File: src/rtl/mrcc_pkg.sv
// Package for the mixed-radix coordinate counter.
// Holds the sizes, register and command codes, sequencer states and the
// structs that run between the blocks. No dependencies.
package mrcc_pkg;

    localparam int MAX_DIMS    = 6;
    localparam int DIM_BITS    = 3;
    localparam int COORD_BITS  = 16;
    localparam int INDEX_BITS  = 32;
    localparam int CNT_BITS    = 5;
    localparam int COORDS_BITS = MAX_DIMS * COORD_BITS;

    localparam logic [DIM_BITS-1:0] CFG_NUM_DIMS = 3'd0;
    localparam logic [DIM_BITS-1:0] CFG_RADIX_0  = 3'd1;
    localparam logic [DIM_BITS-1:0] CFG_RADIX_5  = 3'd6;

    localparam logic CMD_LOAD = 1'b0;
    localparam logic CMD_STEP = 1'b1;

    typedef enum logic [2:0] {
        ST_IDLE,
        ST_LOAD_START,
        ST_LOAD_WAIT,
        ST_STEP,
        ST_DONE
    } state_t;

    typedef struct packed {
        logic [DIM_BITS-1:0]                  last_dim;
        logic [MAX_DIMS-1:0][COORD_BITS-1:0]  radix;
    } cfg_t;

    typedef struct packed {
        logic                  start;
        logic [INDEX_BITS-1:0] dividend;
        logic [COORD_BITS-1:0] divisor;
    } div_req_t;

    typedef struct packed {
        logic                  done;
        logic [INDEX_BITS-1:0] quotient;
        logic [COORD_BITS-1:0] remainder;
    } div_rsp_t;

endpackage

File: src/rtl/mixed_radix_coordinate_counter.sv
// Top level: configuration registers, sequencer, shared divider.
// Step walks the carry through the dimensions it passes; load runs the divider
//   once per active dimension (start the divider, wait for its result, store).
// Requests: one at a time; the next is taken only after the result is
//   registered and the sequencer is back in idle; a stalled result holds it.
// Reset: coordinates 1, num_dims 1, every radix 1, no result pending.
module mixed_radix_coordinate_counter
    import mrcc_pkg::*;
(
    input  logic                   clk,
    input  logic                   rst_n,
    input  logic                   s_axis_tvalid,
    output logic                   s_axis_tready,
    input  logic [INDEX_BITS-1:0]  s_axis_tdata,   // linear_index
    input  logic                   s_axis_tuser,   // cmd
    output logic                   m_axis_tvalid,
    input  logic                   m_axis_tready,
    output logic [COORDS_BITS-1:0] m_axis_tdata,   // coord_0 .. coord_5
    output logic                   m_axis_tuser,   // wrapped
    input  logic                   cfg_valid,
    output logic                   cfg_ready,
    input  logic [DIM_BITS-1:0]    cfg_index,
    input  logic [COORD_BITS-1:0]  cfg_data
);

    logic [DIM_BITS-1:0]                 num_dims_reg;
    logic [MAX_DIMS-1:0][COORD_BITS-1:0] radix_reg;
    cfg_t                                cfg;
    div_req_t                            div_req;
    div_rsp_t                            div_rsp;

    assign cfg_ready = 1'b1;

    always_ff @(posedge clk or negedge rst_n)
    begin
        if (!rst_n)
        begin
            num_dims_reg <= DIM_BITS'(1);
            for (int d = 0; d < MAX_DIMS; d++)
                radix_reg[d] <= COORD_BITS'(1);
        end
        else if (cfg_valid && cfg_ready)
        begin
            case (cfg_index) inside
                CFG_NUM_DIMS:
                    num_dims_reg <= cfg_data[DIM_BITS-1:0];
                [CFG_RADIX_0:CFG_RADIX_5]:
                    radix_reg[cfg_index - CFG_RADIX_0] <= cfg_data;
                default:
                    num_dims_reg <= num_dims_reg;
            endcase
        end
    end

    always_comb
    begin
        if (num_dims_reg == '0)
            cfg.last_dim = '0;
        else if (num_dims_reg > DIM_BITS'(MAX_DIMS))
            cfg.last_dim = DIM_BITS'(MAX_DIMS - 1);
        else
            cfg.last_dim = num_dims_reg - DIM_BITS'(1);
        for (int d = 0; d < MAX_DIMS; d++)
            cfg.radix[d] = (radix_reg[d] == '0) ? COORD_BITS'(1) : radix_reg[d];
    end

    mrcc_ctrl u_ctrl (
        .clk         (clk),
        .rst_n       (rst_n),
        .cfg         (cfg),
        .in_valid    (s_axis_tvalid),
        .in_ready    (s_axis_tready),
        .in_cmd      (s_axis_tuser),
        .in_index    (s_axis_tdata),
        .out_valid   (m_axis_tvalid),
        .out_ready   (m_axis_tready),
        .out_coords  (m_axis_tdata),
        .out_wrapped (m_axis_tuser),
        .div_req     (div_req),
        .div_rsp     (div_rsp)
    );

    mrcc_div u_div (
        .clk   (clk),
        .rst_n (rst_n),
        .req   (div_req),
        .rsp   (div_rsp)
    );

endmodule

File: src/rtl/mrcc_div.sv
// Restoring divider, one quotient bit per cycle.
// 32-bit dividend by 16-bit divisor. Depends on mrcc_pkg.
module mrcc_div
    import mrcc_pkg::*;
(
    input  logic     clk,
    input  logic     rst_n,
    input  div_req_t req,
    output div_rsp_t rsp
);

    logic                  busy_reg, busy_next;
    logic                  done_reg, done_next;
    logic [CNT_BITS-1:0]   cnt_reg, cnt_next;
    logic [COORD_BITS-1:0] rem_reg, rem_next;
    logic [INDEX_BITS-1:0] quo_reg, quo_next;
    logic [COORD_BITS-1:0] dvs_reg, dvs_next;
    logic [COORD_BITS:0]   shifted;
    logic [COORD_BITS:0]   diff;
    logic                  ge;

    assign shifted = {rem_reg, quo_reg[INDEX_BITS-1]};
    assign diff    = shifted - {1'b0, dvs_reg};
    assign ge      = shifted >= {1'b0, dvs_reg};

    always_comb
    begin
        busy_next = busy_reg;
        done_next = 1'b0;
        cnt_next  = cnt_reg;
        rem_next  = rem_reg;
        quo_next  = quo_reg;
        dvs_next  = dvs_reg;
        if (req.start)
        begin
            busy_next = 1'b1;
            cnt_next  = '0;
            rem_next  = '0;
            quo_next  = req.dividend;
            dvs_next  = req.divisor;
        end
        else if (busy_reg)
        begin
            rem_next = ge ? diff[COORD_BITS-1:0] : shifted[COORD_BITS-1:0];
            quo_next = {quo_reg[INDEX_BITS-2:0], ge};
            cnt_next = cnt_reg + CNT_BITS'(1);
            if (cnt_reg == {CNT_BITS{1'b1}})
            begin
                busy_next = 1'b0;
                done_next = 1'b1;
            end
        end
    end

    always_ff @(posedge clk or negedge rst_n)
    begin
        if (!rst_n)
        begin
            busy_reg <= 1'b0;
            done_reg <= 1'b0;
            cnt_reg  <= '0;
        end
        else
        begin
            busy_reg <= busy_next;
            done_reg <= done_next;
            cnt_reg  <= cnt_next;
        end
    end

    always_ff @(posedge clk)
    begin
        rem_reg <= rem_next;
        quo_reg <= quo_next;
        dvs_reg <= dvs_next;
    end

    assign rsp.done      = done_reg;
    assign rsp.quotient  = quo_reg;
    assign rsp.remainder = rem_reg;

endmodule

File: src/rtl/mrcc_ctrl.sv
// Sequencer and coordinate store: load walks the dimensions through the
// shared divider, step walks them through one increment/compare unit.
// Depends on mrcc_pkg; drives mrcc_div through div_req/div_rsp.
module mrcc_ctrl
    import mrcc_pkg::*;
(
    input  logic                   clk,
    input  logic                   rst_n,
    input  cfg_t                   cfg,
    input  logic                   in_valid,
    output logic                   in_ready,
    input  logic                   in_cmd,
    input  logic [INDEX_BITS-1:0]  in_index,
    output logic                   out_valid,
    input  logic                   out_ready,
    output logic [COORDS_BITS-1:0] out_coords,
    output logic                   out_wrapped,
    output div_req_t               div_req,
    input  div_rsp_t               div_rsp
);

    state_t state_reg, state_next;

    logic [DIM_BITS-1:0]                 dim_reg, dim_next;
    logic [INDEX_BITS-1:0]               rest_reg, rest_next;
    logic [MAX_DIMS-1:0][COORD_BITS-1:0] coord_reg, coord_next;
    logic                                wrap_reg, wrap_next;
    logic                                out_valid_reg, out_valid_next;
    logic [COORDS_BITS-1:0]              out_data_reg, out_data_next;
    logic                                out_wrap_reg, out_wrap_next;

    logic                  accept;
    logic                  out_free;
    logic                  last;
    logic [COORD_BITS:0]   inc;
    logic                  fits;
    logic [COORDS_BITS-1:0] shown;

    assign accept   = in_valid && in_ready;
    assign out_free = !out_valid_reg || out_ready;
    assign last     = dim_reg == cfg.last_dim;
    assign inc      = {1'b0, coord_reg[dim_reg]} + (COORD_BITS+1)'(1);
    assign fits     = inc <= {1'b0, cfg.radix[dim_reg]};

    always_comb
    begin
        for (int d = 0; d < MAX_DIMS; d++)
        begin
            if (DIM_BITS'(d) <= cfg.last_dim)
                shown[d*COORD_BITS +: COORD_BITS] = coord_reg[d];
            else
                shown[d*COORD_BITS +: COORD_BITS] = COORD_BITS'(1);
        end
    end

    // next state
    always_comb
    begin
        state_next = state_reg;
        case (state_reg)
            ST_IDLE:
            begin
                if (in_valid)
                    state_next = (in_cmd == CMD_LOAD) ? ST_LOAD_START : ST_STEP;
            end
            ST_LOAD_START:
                state_next = ST_LOAD_WAIT;
            ST_LOAD_WAIT:
            begin
                if (div_rsp.done)
                    state_next = last ? ST_DONE : ST_LOAD_START;
            end
            ST_STEP:
            begin
                if (fits || last)
                    state_next = ST_DONE;
            end
            ST_DONE:
            begin
                if (out_free)
                    state_next = ST_IDLE;
            end
            default:
                state_next = ST_IDLE;
        endcase
    end

    // outputs
    always_comb
    begin
        in_ready         = 1'b0;
        div_req.start    = 1'b0;
        div_req.dividend = rest_reg;
        div_req.divisor  = cfg.radix[dim_reg];
        case (state_reg)
            ST_IDLE:       in_ready      = 1'b1;
            ST_LOAD_START: div_req.start = 1'b1;
            default:
            begin
                in_ready      = 1'b0;
                div_req.start = 1'b0;
            end
        endcase
    end

    // datapath
    always_comb
    begin
        dim_next       = dim_reg;
        rest_next      = rest_reg;
        coord_next     = coord_reg;
        wrap_next      = wrap_reg;
        out_valid_next = out_valid_reg && !out_ready;
        out_data_next  = out_data_reg;
        out_wrap_next  = out_wrap_reg;
        if (accept)
        begin
            dim_next  = '0;
            rest_next = in_index - INDEX_BITS'(1);
            wrap_next = 1'b0;
        end
        if (state_reg == ST_LOAD_WAIT && div_rsp.done)
        begin
            coord_next[dim_reg] = div_rsp.remainder + COORD_BITS'(1);
            rest_next           = div_rsp.quotient;
            dim_next            = dim_reg + DIM_BITS'(1);
        end
        if (state_reg == ST_STEP)
        begin
            if (fits)
                coord_next[dim_reg] = inc[COORD_BITS-1:0];
            else
            begin
                coord_next[dim_reg] = COORD_BITS'(1);
                dim_next            = dim_reg + DIM_BITS'(1);
                wrap_next           = last;
            end
        end
        if (state_reg == ST_DONE && out_free)
        begin
            out_valid_next = 1'b1;
            out_data_next  = shown;
            out_wrap_next  = wrap_reg;
        end
    end

    always_ff @(posedge clk or negedge rst_n)
    begin
        if (!rst_n)
        begin
            state_reg     <= ST_IDLE;
            out_valid_reg <= 1'b0;
            for (int d = 0; d < MAX_DIMS; d++)
                coord_reg[d] <= COORD_BITS'(1);
        end
        else
        begin
            state_reg     <= state_next;
            out_valid_reg <= out_valid_next;
            coord_reg     <= coord_next;
        end
    end

    always_ff @(posedge clk)
    begin
        dim_reg      <= dim_next;
        rest_reg     <= rest_next;
        wrap_reg     <= wrap_next;
        out_data_reg <= out_data_next;
        out_wrap_reg <= out_wrap_next;
    end

    assign out_valid   = out_valid_reg;
    assign out_coords  = out_data_reg;
    assign out_wrapped = out_wrap_reg;

endmodule

File: config.mk
export PLATFORM = sky130hd
export DESIGN_NAME = mixed_radix_coordinate_counter
export DESIGN_NICKNAME = d
export VERILOG_FILES = /design/src/rtl/mrcc_pkg.sv /design/src/rtl/mixed_radix_coordinate_counter.sv /design/src/rtl/mrcc_div.sv /design/src/rtl/mrcc_ctrl.sv
export SDC_FILE = /design/constraint.sdc
export NUM_CORES = 1
export LEC_CHECK = 0
export BUFFER_PORTS_ARGS = -buffer_cell sky130_fd_sc_hd__buf_2
export CORE_ASPECT_RATIO = 1.25
export CORE_MARGIN = 3
export CORE_UTILIZATION = 43
export DETAILED_ROUTE_END_ITERATION = 10
export HOLD_SLACK_MARGIN = 0.05
export PLACE_DENSITY_LB_ADDON = 0.1
export SLEW_MARGIN = 5
export SYNTH_ARGS = -nofsm -noshare
export SYNTH_HDL_FRONTEND = slang
export SYNTH_SLANG_ARGS = --single-unit
File: constraint.sdc
create_clock -name clk -period 5.8 [get_ports clk]
set_input_delay 0.29 -clock clk [delete_from_list [all_inputs] [get_ports clk]]
set_output_delay 0.29 -clock clk [all_outputs]
set_load 0.02 [all_outputs]
* Word level (Yosys, flattened, before mapping) *
Cells that the tools add are included.

operators by class
  bitwise operators = 4
  reductions and logical operators = 25
  equality and inequality tests = 10
  $add $sub $neg = 8
  muxes and demuxes = 52
  $lt $le $gt $ge = 15

operators with widths
  kind                                                        number
  bitwise mux 96 bit                                          3
  2-to-1 mux 96 bit                                           3
  2-to-1 mux 16 bit                                           11
  2-to-1 mux 32 bit                                           4
  binary-select mux 16 bit (select 3 bit)                     2
  demux 16 bit (select 3 bit)                                 2
  zero test 16 bit                                            6
  AND 90 bit                                                  1
  inverter 90 bit                                             1
  2-to-1 mux 3 bit                                            11
  subtractor 32 x 1 -> 32 bit, second input constant          1
  adder 16 x 1 -> 17 bit, second input constant               1
  >= comparator 17 x 16 -> 1 bit                              1
  less-or-equal comparator 17 x 16 -> 1 bit                   1
  adder 16 x 1 -> 16 bit, second input constant               1
  subtractor 16 bit                                           1
  one-hot mux 3 bit (5 select lines)                          1
  2-to-1 mux 1 bit                                            12
  2-to-1 mux 5 bit                                            2
  >= comparator 3 x 1 -> 1 bit, second input constant         3
  zero test 3 bit                                             3
  less-than comparator 3 x 4 -> 1 bit, second input constant  2
  logical AND 1 bit                                           7
  equality test 3 x 2 -> 1 bit, second input constant         2
  other kinds (23)                                            32

storage, ports and cells
  word-level logic and storage cells = 145
  bits in registers = 403

* Depth between registers and ports, before layout *
  word-level depth = 9
  depth in mapped cells = 22

* By module *
From an unflattened synthesis, not the netlist that was laid out.

unflattened totals
  cell total of the unflattened synthesis = 1839
  area, all modules = 20290.7 µm²

by module, submodules not included
  module                          seq. area each (µm²)  area each (µm²)  times used  cells each
  mrcc_ctrl                       6463.7                12019.0          1           1145
  mixed_radix_coordinate_counter  2486.1                4565.6           1           368
  mrcc_div                        1936.9                3706.1           1           326

* Worst setup path after synthesis *
OpenSTA, ideal clock, no wires.

  path type = register to register
  from = register u_ctrl.state_reg[1]
  to = register u_ctrl.out_data_reg[0] (netlist: u_ctrl.out_coords[0]) (enable)
  data required time = 5.247 ns
  clock period less this slack = 5.397 ns
  data arrival time = 4.844 ns
  stages on the path, launching flop included = 5
  buffers on the path = 1
  slack = 0.403 ns
  cells stage by stage = dfrtp_1 -> clkbuf_1 -> nor2_1 -> nand2_1 -> nor2_1

between the ends
  longest elaborated chain between the ends = 2

ends and longest elaborated chain
  element                 RTL line          source
  start, declared         mrcc_ctrl.sv:22   state_t state_reg, state_next;
  start signal, assigned  mrcc_ctrl.sv:158  state_reg <= state_next;
  equality test 3 bit     mrcc_ctrl.sv:139  if (state_reg == ST_DONE && out_free)
  logical AND 1 bit       mrcc_ctrl.sv:139
  end signal, assigned    mrcc_ctrl.sv:169  out_data_reg <= out_data_next;
  end, declared           mrcc_ctrl.sv:29   logic [COORDS_BITS-1:0] out_data_reg, out_data_next;

No other way between the ends.
A chain may end at the register's enable or synchronous reset.

==> flow_summary.yaml <==
status:
  status: "completed"
sta:
  tightest_slew_ps: 1110
  slew_violations: 0
  setup_ws_ps: 286
  fin_setup_tns_ps: 0
  min_period_ps: 5510
  fin_skew_ps: 43.8
  period_share_pct: 95.1
  timing.fmax_ghz: 0.181
  setup_viol: 0
  hold_violations: 0
  relSlewSlack_pct: 26.0
  fin_hold_ws_ps: 72.8
  rsz0062_at_grt: "no"
clocking:
  cts_root_buffer: "clkbuf_16"
  cts_buffers: 44
  cts.sinks: 403
  cts_buffer_depth: 3
  clock_latency_ps: 600
  cts_tree: "yes"
  htreeDepth: 2
  post-cts-setup-buffers: 0
  clk_pin_slew_ps: 70
finish:
  most-common-layout-cells: "dfrtp_1, nand2_1, edfxtp_1"
  drive_gt1_share_pct: 21.6
  layout_commonest_cell: "dfrtp_1"
  final_cells: 2590
  syn_to_final_growth_pct: 15.8
  nets: 2079
  antenna_cells: 0
die:
  num_rows: 87
  ios: 157
  initial_utilization_pct: 43.9
  core_area_um2: 45600
  die_y_um: 247
  die_area_um2: 49200
  die_x_um: 199
power_and_ir_drop:
  powerDensity_nw_per_um2: 567
  power.leakage_nw: 9.54
  ir_worst_vdd_uv: 231
  finalPower_mw: 13.1
detailed_routing:
  dr.pass1.iters: 5
  met3_length_um: 3660
  drt-vias-per-instance: 5.80
  drt.antenna.violating_nets: 0
  drt_iter0_drc: 1110
  drt-total-wl_um: 63400
  vias: 15000
  wl_per_cell_um: 24.5
  post-route-drc-count: 0
  top_layer: "met4"
  route.met2.wl_um: 30500
  wl_met1_um: 27200
min_path:
  hold_class: "input port to register"
  min_from: "cfg_data[2]"
global_routing:
  antenna_found_initial: 2
  grt_pass1_wl_um: 95100
  grt_usage_pct: 25.7
  overflow: 0
  grt_max_degree: 169
  grt_pass1_vias: 15100
synth:
  ys_warn_count: 0
  ys_ff_latch: 403
  seq_area_frac_synth_pct: 54.4
  ys_types: 91
  synthFlopType: "dfrtp_1"
  syn_avg_cell_area_um2: 11.0
  syn-num-nets: 1920
  async_flop_share_pct: 51.1
  syn_inst: 1817
  synth_edf_count: 177
  synth.cell_area_um2: 20000
place:
  gp_congestion: 0.982
  io_buffer_count: 155
  place_ws_ps: 113
  hpwl_um: 45400
  dp_cells: 2493
setup_path:
  cp-end-kind: "register"
  crit_arrival_ps: 6000
  worstSetupStartpointType: "register"
  criticalPathCategory: "register to register"
  worstPathRequired_ps: 6290
  regToRegStartpoint: "u_ctrl.dim_reg[2]$_DFF_P_"
  critPathMaxFanout: 24
  crit_path_start: "u_ctrl.dim_reg[2]$_DFF_P_"
flow_run:
  max-cap-violations: 0
-- power breakdown --
group	switching, mW	internal (mW)
combinational	3.23	2.01
sequential	0.795	4.01
clock	1.19	1.90
total	5.22	7.92
-- per-stage QoR --
stage | utilization, % | instance area [um2]
after CTS | 50.8 | 23200
after global routing | 50.8 | 23200
after global placement | 47.0 | 21400
after detailed placement | 47.0 | 21400
after floorplan | - | 20000
final | 50.8 | 23200
-- kinds of logic after synthesis --
kind of cell | count (synthesis) | share of synthesized area (%)
mux | 151 | 8.55
simple gates | 612 | 15.1
other cells | 1 | 0.0187
fa+ha+maj | 46 | 2.91
flops | 403 | 54.4
xor+xnor | 66 | 2.89
compound gates | 365 | 12.4
buf+inv | 173 | 3.76
-- synthesized netlist by cell type (all sizes together), types with 44 or more instances --
library cell	n	share of area [%]
a21oi	112	2.9
and2	85	2.7
clkbuf	75	1.4
dfrtp	193	24
edfxtp	177	27
ha	45	2.8
inv	66	1.2
mux2	107	6.0
nand2	189	3.5
nor2	167	3.1
o21ai	73	1.9
xnor2	44	1.9
-- metal layers --
layer / up-vias / GRT usage [%]
met5: - / 0
met4: 0 / 8.52
met3: 121 / 4.18
met2: 530 / 42.4
met1: 7490 / 34.6
li1: 6877 / -
-- final cells by class --
class,count,area [um2]
multi-input combinational,1241,8410
clock buffer,54,1140
sequential,403,10900
fill,4060,22400
clock inverter,28,444
inverter,67,251
timing repair buffer,219,1320
tap,578,723
-- repair_timing --
| action | in CTS | in global routing |
|---|---|---|
| hold buffers | 15 | 0 |
| resized for setup | 0 | 0 |
| endpoints found under the hold margin | 111 | 0 |
-- worst paths after layout --
kind,cells after the start,slack (ps),endpoint
max in group asynchronous,3,4290,u_ctrl.coord_reg[59]$_DFF_PN0_
min in group asynchronous,2,190,radix_reg[8]$_DFFE_PN0P_
setup reg to reg,15,290,u_ctrl.coord_reg[33]$_DFF_PN0_
hold reg to reg,0,510,u_ctrl.out_coords[7]$_SDFFCE_PN0P_
hold / removal,2,70,num_dims_reg[2]$_DFFE_PN0P_
setup / recovery,15,290,u_ctrl.coord_reg[33]$_DFF_PN0_
-- critical path: stages (launching register included) --
cell,delay (ps)
dfxtp_2,860
buf_4,360
nor3b_4,70
buf_4,260
and2_1,280
a22o_1,220
a2111oi_1,870
ha_1,380
a21oi_1,120
o21ai_0,110
nor4b_1,160
o41a_1,410
o21a_1,330
a21oi_4,370
nand2_1,250
a221oi_1,310
Power figures use the tool's default switching activity.
